File: src/hdl/cba_pkg.sv
// contiguous block allocator: shared types, sizes and codes
// used by contiguous_block_allocator_top, cba_checker and tb_top, depends on nothing
`timescale 1ns / 1ps
`default_nettype none
package cba_pkg;

    localparam int MaxSeg = 32;
    localparam int IdxW   = $clog2(MaxSeg);
    localparam int CntW   = IdxW + 1;
    localparam int UnitW  = 17;
    localparam int IdW    = 8;
    localparam logic [UnitW-1:0] AddrCap = 17'd65536;

    localparam logic [1:0] REQ_ALLOC  = 2'd0;
    localparam logic [1:0] REQ_FREE   = 2'd1;
    localparam logic [1:0] REQ_DEFRAG = 2'd2;
    localparam logic [1:0] REQ_NONE   = 2'd3;

    localparam logic [2:0] ST_OK       = 3'd0;
    localparam logic [2:0] ST_OOM      = 3'd1;
    localparam logic [2:0] ST_DUP      = 3'd2;
    localparam logic [2:0] ST_NOFIT    = 3'd3;
    localparam logic [2:0] ST_NOTFOUND = 3'd4;
    localparam logic [2:0] ST_FULL     = 3'd5;

    localparam logic [1:0] CFG_MEM_SIZE = 2'd0;
    localparam logic [1:0] CFG_POLICY   = 2'd1;

    typedef struct packed {
        logic [1:0]       req_type;
        logic [IdW-1:0]   req_id;
        logic [UnitW-1:0] req_size;
    } t_req;

    typedef struct packed {
        logic [2:0]       status;
        logic [UnitW-1:0] seg_start;
        logic [UnitW-1:0] seg_end;
        logic [UnitW-1:0] free_left;
    } t_res;

    typedef struct packed {
        logic [IdW-1:0]   id;
        logic [UnitW-1:0] lo;
        logic [UnitW-1:0] hi;
    } t_seg;

endpackage
`default_nettype wire

File: src/hdl/contiguous_block_allocator_top.sv
// contiguous block allocator: segment table in a one-port-read memory, scan and shift sequencer
// depends on cba_pkg
`timescale 1ns / 1ps
//
// channel   | direction | transfer when                 | payload
// request   | in        | start high and busy low       | i_req (t_req)
// result    | out       | o_done high, one cycle        | o_result (t_res)
// config    | in        | i_cfg_valid and o_cfg_ready   | i_cfg_index, i_cfg_data
//
// one request at a time; n = segments held, m = entries shifted; steps from start to result:
// scan of n segments, decide, shift of m entries, insert, result; allocate runs all of them,
// deallocate all but insert, failures scan, decide and result, defragment scan and result,
// unknown type result only; idle follows each result; scan and shift read one entry per cycle
// synchronous reset empties the table; config writes are taken only when idle
// results cannot be stalled
`default_nettype none
module contiguous_block_allocator_top
    import cba_pkg::*;
(
    input  wire logic             i_clk,
    input  wire logic             i_rst_n,
    input  wire logic             start,
    output logic                  busy,
    input  wire t_req             i_req,
    output logic                  o_done,
    output t_res                  o_result,
    input  wire logic             i_cfg_valid,
    output logic                  o_cfg_ready,
    input  wire logic [1:0]       i_cfg_index,
    input  wire logic [UnitW-1:0] i_cfg_data
);

    localparam logic [2:0] S_IDLE  = 3'd0;
    localparam logic [2:0] S_SCAN  = 3'd1;
    localparam logic [2:0] S_FINAL = 3'd2;
    localparam logic [2:0] S_SHIFT = 3'd3;
    localparam logic [2:0] S_INS   = 3'd4;
    localparam logic [2:0] S_OUT   = 3'd5;

    function automatic logic f_cand(input logic [UnitW-1:0] len, input logic [UnitW-1:0] size,
                                    input logic [UnitW-1:0] best, input logic found,
                                    input logic pol);
        return (len >= size) && (!found || (pol && (len < best)));
    endfunction

    t_seg r_mem [0:MaxSeg-1];
    t_seg r_rdata;

    logic [2:0]       r_state;
    t_req             r_req;
    logic [UnitW-1:0] r_limit;
    logic             r_policy;
    logic [CntW-1:0]  r_count;
    logic [UnitW-1:0] r_free;
    logic [IdxW-1:0]  r_ra;
    logic [CntW-1:0]  r_left;
    logic             r_down;
    logic             r_rv;
    logic [IdxW-1:0]  r_pa;
    logic             r_dup;
    logic             r_found;
    logic [CntW-1:0]  r_pick;
    logic [UnitW-1:0] r_best;
    logic [UnitW-1:0] r_best_hs;
    logic [UnitW-1:0] r_prev_hi;
    logic [UnitW-1:0] r_at;
    logic [2:0]       r_status;
    logic [UnitW-1:0] r_s;
    logic [UnitW-1:0] r_e;

    logic             rd_en;
    logic             mem_we;
    logic [IdxW-1:0]  mem_wa;
    t_seg             mem_wd;
    logic [UnitW-1:0] rd_len;
    logic [UnitW-1:0] hole_len;
    logic [UnitW-1:0] last_len;
    logic             cand_last;
    logic [UnitW-1:0] pick_hs;
    logic [CntW-1:0]  pick_sel;
    logic [UnitW-1:0] new_limit;

    assign busy        = (r_state != S_IDLE);
    assign o_cfg_ready = (r_state == S_IDLE);
    assign o_done      = (r_state == S_OUT);
    assign o_result    = '{status: r_status, seg_start: r_s, seg_end: r_e, free_left: r_free};

    assign rd_en    = ((r_state == S_SCAN) || (r_state == S_SHIFT)) && (r_left != '0);
    assign rd_len   = (r_rdata.hi >= r_rdata.lo) ? r_rdata.hi - r_rdata.lo : '0;
    assign hole_len = (r_rdata.lo >= r_prev_hi) ? r_rdata.lo - r_prev_hi : '0;
    assign last_len = (r_limit >= r_prev_hi) ? r_limit - r_prev_hi : '0;
    assign cand_last = f_cand(last_len, r_req.req_size, r_best, r_found, r_policy);
    assign pick_hs   = cand_last ? r_prev_hi : r_best_hs;
    assign pick_sel  = cand_last ? r_count : r_pick;
    assign new_limit = (i_cfg_data > AddrCap) ? AddrCap : i_cfg_data;

    always_comb begin
        mem_we = 1'b0;
        mem_wa = r_pa;
        mem_wd = r_rdata;
        case (r_state)
            S_SCAN: begin
                if (r_rv && (r_req.req_type == REQ_DEFRAG)) begin
                    mem_we = 1'b1;
                    mem_wd = '{id: r_rdata.id, lo: r_at, hi: r_at + rd_len};
                end
            end
            S_SHIFT: begin
                if (r_rv) begin
                    mem_we = 1'b1;
                    mem_wa = r_down ? r_pa + 1'b1 : r_pa - 1'b1;
                end
            end
            S_INS: begin
                mem_we = 1'b1;
                mem_wa = r_pick[IdxW-1:0];
                mem_wd = '{id: r_req.req_id, lo: r_s, hi: r_e};
            end
            default: begin
            end
        endcase
    end

    always_ff @(posedge i_clk) begin
        if (mem_we) begin
            r_mem[mem_wa] <= mem_wd;
        end
        if (rd_en) begin
            r_rdata <= r_mem[r_ra];
        end
    end

    always_ff @(posedge i_clk) begin
        if (!i_rst_n) begin
            r_state  <= S_IDLE;
            r_limit  <= AddrCap;
            r_policy <= 1'b0;
            r_count  <= '0;
            r_free   <= AddrCap;
            r_rv     <= 1'b0;
            r_left   <= '0;
        end else begin
            r_rv <= rd_en;
            r_pa <= r_ra;
            if (rd_en) begin
                r_left <= r_left - 1'b1;
                r_ra   <= r_down ? r_ra - 1'b1 : r_ra + 1'b1;
            end
            case (r_state)
                S_IDLE: begin
                    if (i_cfg_valid) begin
                        if (i_cfg_index == CFG_MEM_SIZE) begin
                            r_limit <= new_limit;
                            r_free  <= new_limit;
                            r_count <= '0;
                        end else if (i_cfg_index == CFG_POLICY) begin
                            r_policy <= i_cfg_data[0];
                        end
                    end
                    if (start) begin
                        r_req     <= i_req;
                        r_dup     <= 1'b0;
                        r_found   <= 1'b0;
                        r_pick    <= '0;
                        r_best    <= '0;
                        r_best_hs <= '0;
                        r_prev_hi <= '0;
                        r_at      <= '0;
                        r_status  <= ST_OK;
                        r_s       <= '0;
                        r_e       <= '0;
                        r_ra      <= '0;
                        r_down    <= 1'b0;
                        r_left    <= r_count;
                        r_state   <= (i_req.req_type == REQ_NONE) ? S_OUT : S_SCAN;
                    end
                end
                S_SCAN: begin
                    if (r_rv) begin
                        case (r_req.req_type)
                            REQ_ALLOC: begin
                                if (r_rdata.id == r_req.req_id) begin
                                    r_dup <= 1'b1;
                                end
                                if (f_cand(hole_len, r_req.req_size, r_best, r_found,
                                           r_policy)) begin
                                    r_found   <= 1'b1;
                                    r_pick    <= {1'b0, r_pa};
                                    r_best    <= hole_len;
                                    r_best_hs <= r_prev_hi;
                                end
                                r_prev_hi <= r_rdata.hi;
                            end
                            REQ_FREE: begin
                                if (!r_found && (r_rdata.id == r_req.req_id)) begin
                                    r_found <= 1'b1;
                                    r_pick  <= {1'b0, r_pa};
                                    r_s     <= r_rdata.lo;
                                    r_e     <= r_rdata.hi;
                                end
                            end
                            default: begin
                                r_at <= r_at + rd_len;
                            end
                        endcase
                    end else if (r_left == '0) begin
                        r_state <= (r_req.req_type == REQ_DEFRAG) ? S_OUT : S_FINAL;
                    end
                end
                S_FINAL: begin
                    r_state <= S_OUT;
                    if (r_req.req_type == REQ_ALLOC) begin
                        if (r_req.req_size > r_free) begin
                            r_status <= ST_OOM;
                        end else if (r_dup) begin
                            r_status <= ST_DUP;
                        end else if (r_count >= CntW'(MaxSeg)) begin
                            r_status <= ST_FULL;
                        end else if (!(r_found || cand_last)) begin
                            r_status <= ST_NOFIT;
                        end else begin
                            r_s     <= pick_hs;
                            r_e     <= pick_hs + r_req.req_size;
                            r_free  <= r_free - r_req.req_size;
                            r_count <= r_count + 1'b1;
                            r_pick  <= pick_sel;
                            r_left  <= r_count - pick_sel;
                            r_ra    <= r_count[IdxW-1:0] - 1'b1;
                            r_down  <= 1'b1;
                            r_state <= S_SHIFT;
                        end
                    end else if (!r_found) begin
                        r_status <= ST_NOTFOUND;
                    end else begin
                        r_free  <= r_free + ((r_e >= r_s) ? r_e - r_s : '0);
                        r_count <= r_count - 1'b1;
                        r_left  <= r_count - 1'b1 - r_pick;
                        r_ra    <= r_pick[IdxW-1:0] + 1'b1;
                        r_down  <= 1'b0;
                        r_state <= S_SHIFT;
                    end
                end
                S_SHIFT: begin
                    if (!r_rv && (r_left == '0)) begin
                        r_state <= (r_req.req_type == REQ_ALLOC) ? S_INS : S_OUT;
                    end
                end
                S_INS: begin
                    r_state <= S_OUT;
                end
                S_OUT: begin
                    r_state <= S_IDLE;
                end
                default: begin
                    r_state <= S_IDLE;
                end
            endcase
        end
    end

    a_count_cap: assert property (@(posedge i_clk) disable iff (!i_rst_n)
        r_count <= CntW'(MaxSeg))
        else $error("segment count above table depth");

    a_free_cap: assert property (@(posedge i_clk) disable iff (!i_rst_n)
        r_free <= r_limit)
        else $error("free units above memory size");

    a_no_idle_write: assert property (@(posedge i_clk) disable iff (!i_rst_n)
        (r_state == S_IDLE) |-> !mem_we)
        else $error("table written while idle");

    a_start_busy: assert property (@(posedge i_clk) disable iff (!i_rst_n)
        (start && !busy) |=> busy)
        else $error("accepted request did not raise busy");

endmodule
`default_nettype wire

File: config.mk
export PLATFORM = sky130hd
export DESIGN_NAME = contiguous_block_allocator_top
export DESIGN_NICKNAME = d
export VERILOG_FILES = /design/src/hdl/cba_pkg.sv /design/src/hdl/contiguous_block_allocator_top.sv
export SDC_FILE = /design/constraint.sdc
export NUM_CORES = 2
export LEC_CHECK = 0
export BUFFER_PORTS_ARGS = -buffer_cell sky130_fd_sc_hd__buf_2
export CORE_ASPECT_RATIO = 1.5
export CORE_UTILIZATION = 32
export CTS_BUF_LIST = sky130_fd_sc_hd__clkbuf_8
export CTS_CLUSTER_SIZE = 28
export DETAILED_ROUTE_END_ITERATION = 7
export GPL_TIMING_DRIVEN = 0
export PLACE_DENSITY = 0.54
export SLEW_MARGIN = 25
export SYNTH_ARGS = -nofsm -noshare
export SYNTH_HDL_FRONTEND = slang
export SYNTH_SLANG_ARGS = --single-unit
File: constraint.sdc
create_clock -name i_clk -period 6.9 [get_ports i_clk]
set_input_delay 1.38 -clock i_clk [delete_from_list [all_inputs] [get_ports i_clk]]
set_output_delay 1.38 -clock i_clk [all_outputs]
set_load 0.02 [all_outputs]
# --- Yosys cells after proc, flatten, opt, wreduce, memory -nomap -nowiden ---
# Memory sizes are Yosys's and may differ from the RTL's. A register that Yosys moved wholly into a read port is not among the register bits.
# Index checks and enable logic that the tools add are counted.
op_classes:
  addsub: 19
  magnitude_cmp: 11
  n_eq_ne: 38
  mux: 137
  n_bitwise: 1
  n_reduce_logical: 38
ops:
  columns: ["cell", "n"]
  rows:
  - ["$mux W17", 41]
  - ["$pmux W17 S2", 5]
  - ["$mux W6", 26]
  - ["$ge A17 B17 Y1", 6]
  - ["$pmux W17 S3", 2]
  - ["$sub A17 B17 Y17", 5]
  - ["$pmux W42 S2", 1]
  - ["$mux W3", 19]
  - ["$mux W5", 11]
  - ["$add A17 B17 Y17", 3]
  - ["$pmux W6 S2", 3]
  - ["$lt A17 B17 Y1", 2]
  - ["$mux W34", 1]
  - ["$ne A3 B3 Y1 const B", 8]
  - ["$ne A2 B2 Y1 const B", 10]
  - ["$pmux W5 S2", 2]
  - ["$mux W1", 18]
  - ["$pmux W6 S3", 1]
  - ["$gt A17 B17 Y1", 1]
  - ["$gt A17 B17 Y1 const B", 1]
  - ["$ne A2 B1 Y1 const B", 8]
  - ["$reduce_and A8 Y1", 2]
  - ["$add A5 B1 Y5 const B", 3]
  - ["$pmux W3 S5", 1]
  - ["other kinds (34)", 64]
word_totals:
  regBits: 202
  mem_bits_rw: 1344
  inputBits: 50
  output_inout_bits: 57
  wordCells: 268
  memories: 1
memory_table:
  columns: ["name", "depth", "word_bits", "read_ports", "rd_ports_with_merged_regs", "write_ports", "line", "text"]
  rows:
  - ["r_mem", 32, 42, 1, 1, 1, "contiguous_block_allocator_top.sv:46", "t_seg r_mem [0:MaxSeg-1];"]

# --- Depth between registers and ports, before layout ---
logic_depth:
  ltp_word: 14
  mapped_depth: 34
  depth_no_buf: 33

# --- Worst setup path before layout ---
# OpenSTA, ideal clock, no wires.
synth_path:
  path_kind: "register to register"
  from: "register r_prev_hi[1]"
  to: "register r_e[16], data pin"
  setup_ps: 266
  t_arrival_ps: 6928
  t_required_ps: 6634
  setup_slack_ps: -293
  stages_incl_launch_ff: 35
  n_path_buf: 2
  synth_period_minus_slack_ps: 7193
  path_cell_list: "edfxtp_1 > inv_1 > ha_1 > nor2b_1 > o21bai_1 > a21oi_1 > and4bb_1 > nor2_1 > o21bai_1 > a21oi_1 > nor2_1 > clkbuf_1 > nor2_1 > ha_1 > a21o_1 > a21o_1 > a211o_1 > a21oi_1 > o21ai_1 > a2111o_1 > nor2_2 > buf_6 > mux2_2 > ha_1 > fa_1 > a21oi_1 > o21bai_2 > a2111oi_0 > a211oi_1 > a211oi_1 > o311a_1 > o21ai_0 > nand2_1 > nor3_1 > or3b_1"
synth_between:
  elab_chain_cells: 14
  word_cells_on_any_way: 16
  classes_between: "add/sub: 2; order compare: 3; mux: 8; reduce/logical: 3"
synth_lines:
  columns: ["item", "line", "text"]
  rows:
  - ["start: declaration", "contiguous_block_allocator_top.sv:65", "logic [UnitW-1:0] r_prev_hi;"]
  - ["start signal: assignment", "contiguous_block_allocator_top.sv:192", "r_prev_hi <= r_rdata.hi;"]
  - ["$sub A17 B17 Y17 or $ge A17 B17 Y1 (tied branches)", "contiguous_block_allocator_top.sv:91", "assign last_len = (r_limit >= r_prev_hi) ? r_limit - r_prev_hi : '0;"]
  - ["$mux W17", "contiguous_block_allocator_top.sv:91", null]
  - ["$lt A17 B17 Y1", "contiguous_block_allocator_top.sv:43", "return (len >= size) && (!found || (pol && (len < best)));"]
  - ["$logic_and A1 B1 Y1", "contiguous_block_allocator_top.sv:43", null]
  - ["$logic_or A1 B1 Y1", "contiguous_block_allocator_top.sv:43", null]
  - ["$logic_and A1 B1 Y1", "contiguous_block_allocator_top.sv:43", null]
  - ["$mux W17 (*)", "contiguous_block_allocator_top.sv:93", "assign pick_hs = cand_last ? r_prev_hi : r_best_hs;"]
  - ["$add A17 B17 Y17 (*)", "contiguous_block_allocator_top.sv:223", "r_e <= pick_hs + r_req.req_size;"]
  - ["$mux W17 (*)", "contiguous_block_allocator_top.sv:219", "end else if (!(r_found || cand_last)) begin"]
  - ["$mux W17 (*)", "contiguous_block_allocator_top.sv:217", "end else if (r_count >= CntW'(MaxSeg)) begin"]
  - ["$mux W17 (*)", "contiguous_block_allocator_top.sv:215", "end else if (r_dup) begin"]
  - ["$mux W17 (*)", "contiguous_block_allocator_top.sv:213", "if (r_req.req_size > r_free) begin"]
  - ["$mux W17 (*)", "contiguous_block_allocator_top.sv:212", "if (r_req.req_type == REQ_ALLOC) begin"]
  - ["$pmux W17 S3 (*)", "contiguous_block_allocator_top.sv:149", "case (r_state)"]
  - ["end signal: assignment", "contiguous_block_allocator_top.sv:199", "r_e <= r_rdata.hi;"]
  - ["end signal: assignment", "contiguous_block_allocator_top.sv:223", null]
  - ["end: declaration", "contiguous_block_allocator_top.sv:69", "logic [UnitW-1:0] r_e;"]
# Mark *: on every way between the ends. The rest lies on a longest branch, timed or not. The select of a mux whose other input is x is not followed.
# A chain may end at the register's enable or synchronous reset.

# --- Final worst setup path ---
layout_path:
  from: "register r_prev_hi[0]"
  to: "register r_e[16], data pin"
# The elaborated chain is that of the path after synthesis.

==> flow_summary.ini <==
[status]
status = finished, violations left
violations = DRC, setup timing

[synthesis]
synthAdderAreaFrac = 0.0425
synth-simple-area-share = 0.0474
syn-cell-area_mm2 = 0.0704
synth_compound_area_frac = 0.0562
synthArstFlopShare = 0
syn_nets = 4414
avgSynthCellArea_um2 = 17.0
yosysSeqAreaShare = 0.670
yosys_warnings = 0
synthFlopType = edfxtp_1
ys_types = 89
postSynthCellCount = 4132
synth_edf_count = 1537
synth_top_family_by_area = multiplexers
synth_xor_area_frac = 0.0180
synth_mux_area_frac = 0.147
ys_ff_latch = 1588

[pwr]
p_per_area_mw_per_mm2 = 456
power.switching_mw = 14.7
p_comb_frac = 0.440
leakagePower_nw = 28.2
pwr-share-clk = 0.194
swShare = 0.386
sequentialPowerShare = 0.366
p_int_mw = 23.3
ir_drop_mv = 0.202

[floorplanning]
io_pins = 107
die_h_um = 577
coreArea_mm2 = 0.218
rows = 210
start_util = 0.323
die_w_um = 385
die-area_mm2 = 0.222

[detailed_routing]
finalWirelength_mm = 226
dr.pass1.iters = 8
ant_nets = 0
vias = 41200
drtIter0Drc = 3144
drc_errors = 10
wl_per_cell_um = 29.4
drt-vias-per-instance = 5.35

[final_layout]
final_common_cell = edfxtp_1
drive_gt1_frac = 0.271
final_util = 0.380
syn_to_final_growth_pct = 18.0
fin_cells = 7698
fill_cells = 20100
nets = 4936
final_cell_mix = edfxtp_1 (1537), mux4_2 (420), clkbuf_8 (241)

[hold_path]
hold_path.startpoint = r_limit[0]
min_to = r_limit[0]
min_path_type = flip-flop to flip-flop
hold_depth = 2

[grt]
grt_pass1_vias = 42400
antenna_found_initial = 8
overflow = 0
grt_usage = 0.202
grt_max_degree = 34
grt_pass1_wl_mm = 316

[critical_path]
rr_startpoint = r_prev_hi[0]
worst_ep_arrival_time_ns = 7.98
crit_path_max_fanout = 5
rrSetupSlack_ns = -0.39
slowest_stage = a2111o_2
reg2reg_to = r_e[16]
path_class = flip-flop to flip-flop
reg2reg_depth = 38
critPathLaunchType = flip-flop
crit_required_ns = 7.59
cp-end-kind = flip-flop
cpPeakStageDelay_ns = 0.40
crit_top_cell = buf_4

[placement]
pre_cts_slack_ns = -1.75
detailed_place_hpwl_mm = 164
place_congestion = 0.943
dpl.cell_count = 7226
io_buffers = 106

[run]
cap_viol_max_count = 0

[clock_tree]
cts_inserted_buffers = 239
hold_buffers = 0
clk_latency_ns = 0.96
htreeDepth = 4
cts_sinks = 1588
clk_pin_slew_ns = 0.07
ctsLongestPathBuffers = 4
root_buffer = clkbuf_8
cts_tree = built

[sta]
rsz0062_at_grt = yes
hold_viol = 0
timing.slew.headroom = 0.165
slew_viol_final = 0
fin_skew_ns = 0.0937
fmax_mhz = 137
fin_ws_ns = -0.390
setup_viol_count_final = 4
period_share = 1.06
worst_pin_slew_ns = 1.25
post-route-min-period_ns = 7.29
whs_ns = 0.469
sequential cells by signal, indices dropped and copies added, names as in the netlist, 5 cells and up:
name and cells:
r_at 17, r_best 17, r_best_hs 17, r_count 6, r_e 17, r_free 17
r_left 6, r_limit 17, r_mem 1344, r_pa 5, r_pick 6, r_prev_hi 17
r_ra 5, r_rdata 42, r_req 27, r_s 17
cells by family after synthesis:
kind of cell | Yosys count
flops | 1588
mux | 499
buf+inv | 349
simple gates | 716
compound gates | 605
fa+ha+maj | 232
xor+xnor | 143
stage by stage:
step / setup TNS, ns / cell area, um2 / power (mW)
finish: -0.720 / 83100 / 37.9
global route: -1.77 / 83100 / 39.7
CTS: -0.568 / 82800 / 38.0
detailed placement: -13.79 / 77800 / 30.4
global placement: -2143.99 / 74600 / 29.5
floorplan: 0 / 70400 / 24.0
area by class of cell:
| cell class | count | area, um2 | area share |
|---|---|---|---|
| Antenna cell | 6 | 15.0 | 0.000181 |
| Timing Repair Buffer | 281 | 3700 | 0.0446 |
| Clock buffer | 241 | 3320 | 0.0399 |
| Inverter | 173 | 672 | 0.00809 |
| Tap cell | 2862 | 3580 | 0.0431 |
| Buffer | 176 | 788 | 0.00949 |
| Sequential cell | 1588 | 47200 | 0.568 |
| Clock inverter | 176 | 1060 | 0.0127 |
| Multi-Input combinational cell | 2195 | 22800 | 0.274 |
cells in the mapped netlist (17+ instances only):
| master | count | area, um2 |
|---|---|---|
| nand2b_1 | 29 | 181 |
| nor3_1 | 40 | 200 |
| a211oi_1 | 30 | 225 |
| a222oi_1 | 20 | 200 |
| xnor2_1 | 78 | 683 |
| inv_1 | 170 | 638 |
| nand3_1 | 54 | 270 |
| ha_1 | 220 | 2750 |
| a21o_1 | 82 | 616 |
| nand2_1 | 161 | 604 |
| nor2_1 | 275 | 1030 |
| o21ai_0 | 122 | 611 |
| dfxtp_1 | 51 | 1020 |
| a21oi_1 | 178 | 891 |
| buf_1 | 38 | 143 |
| edfxtp_1 | 1537 | 46200 |
| mux2_2 | 70 | 788 |
| mux4_2 | 420 | 9460 |
| and3_1 | 18 | 113 |
| buf_2 | 17 | 85.1 |
| a31oi_1 | 17 | 106 |
| nor2b_1 | 32 | 200 |
| xor2_1 | 64 | 561 |
| and2_1 | 31 | 194 |
| clkbuf_1 | 116 | 435 |
power by group through the flow:
| stage | clock [mW] | combinational [mW] | sequential (mW) |
|---|---|---|---|
| 5_1_grt | 7.89 | 17.9 | 13.9 |
| 3_3_place_gp | 0 | 15.3 | 14.2 |
| 4_1_cts | 7.52 | 16.7 | 13.9 |
| 2_1_floorplan | 0 | 10.2 | 13.8 |
| 6_report | 7.35 | 16.7 | 13.9 |
| 3_5_place_dp | 0 | 16.3 | 14.1 |
worst max-delay path: cells and delay by family (launching register included):
kind,cells,cell delay (ns)
multiplexers,1,0.32
AND/OR/NAND/NOR,7,0.98
flip-flops,1,0.36
adder cells (fa/ha/maj),5,1.30
AO/OA/AOI/OAI,14,2.86
XOR/XNOR,1,0.17
buffers and inverters,10,1.01
metal layers:
| metal | part of all wire | vias up | global-route usage |
|---|---|---|---|
| met1 | 0.36 | 21700 | 0.222 |
| met5 | 0.00023 | - | 0 |
| met2 | 0.53 | 1437 | 0.372 |
| met3 | 0.047 | 474 | 0.0252 |
| li1 | - | 17600 | - |
| met4 | 0.064 | 8 | 0.114 |
how the worst max path moves through the flow:
stage | start | end | slack [ns] | cells after the start
after floorplan | r_prev_hi[3] | r_e[16] | 0.03 | 34
after global placement | r_rdata[18] | r_mem[22][9] | -1.82 | 24
after detailed placement | r_prev_hi[0] | r_e[16] | -1.75 | 32
after CTS | r_prev_hi[3] | r_e[16] | -0.28 | 33
after global routing | r_prev_hi[9] | r_e[16] | -0.58 | 32
final | r_prev_hi[0] | r_e[16] | -0.39 | 38
repair_timing:
action | in CTS | in global routing
endpoints found under the setup margin | 18 | 92
setup buffers | 35 | 15
pin swaps | 35 | 19
resized for setup | 70 | 32
Note: power is estimated with default switching activity, not from simulation.
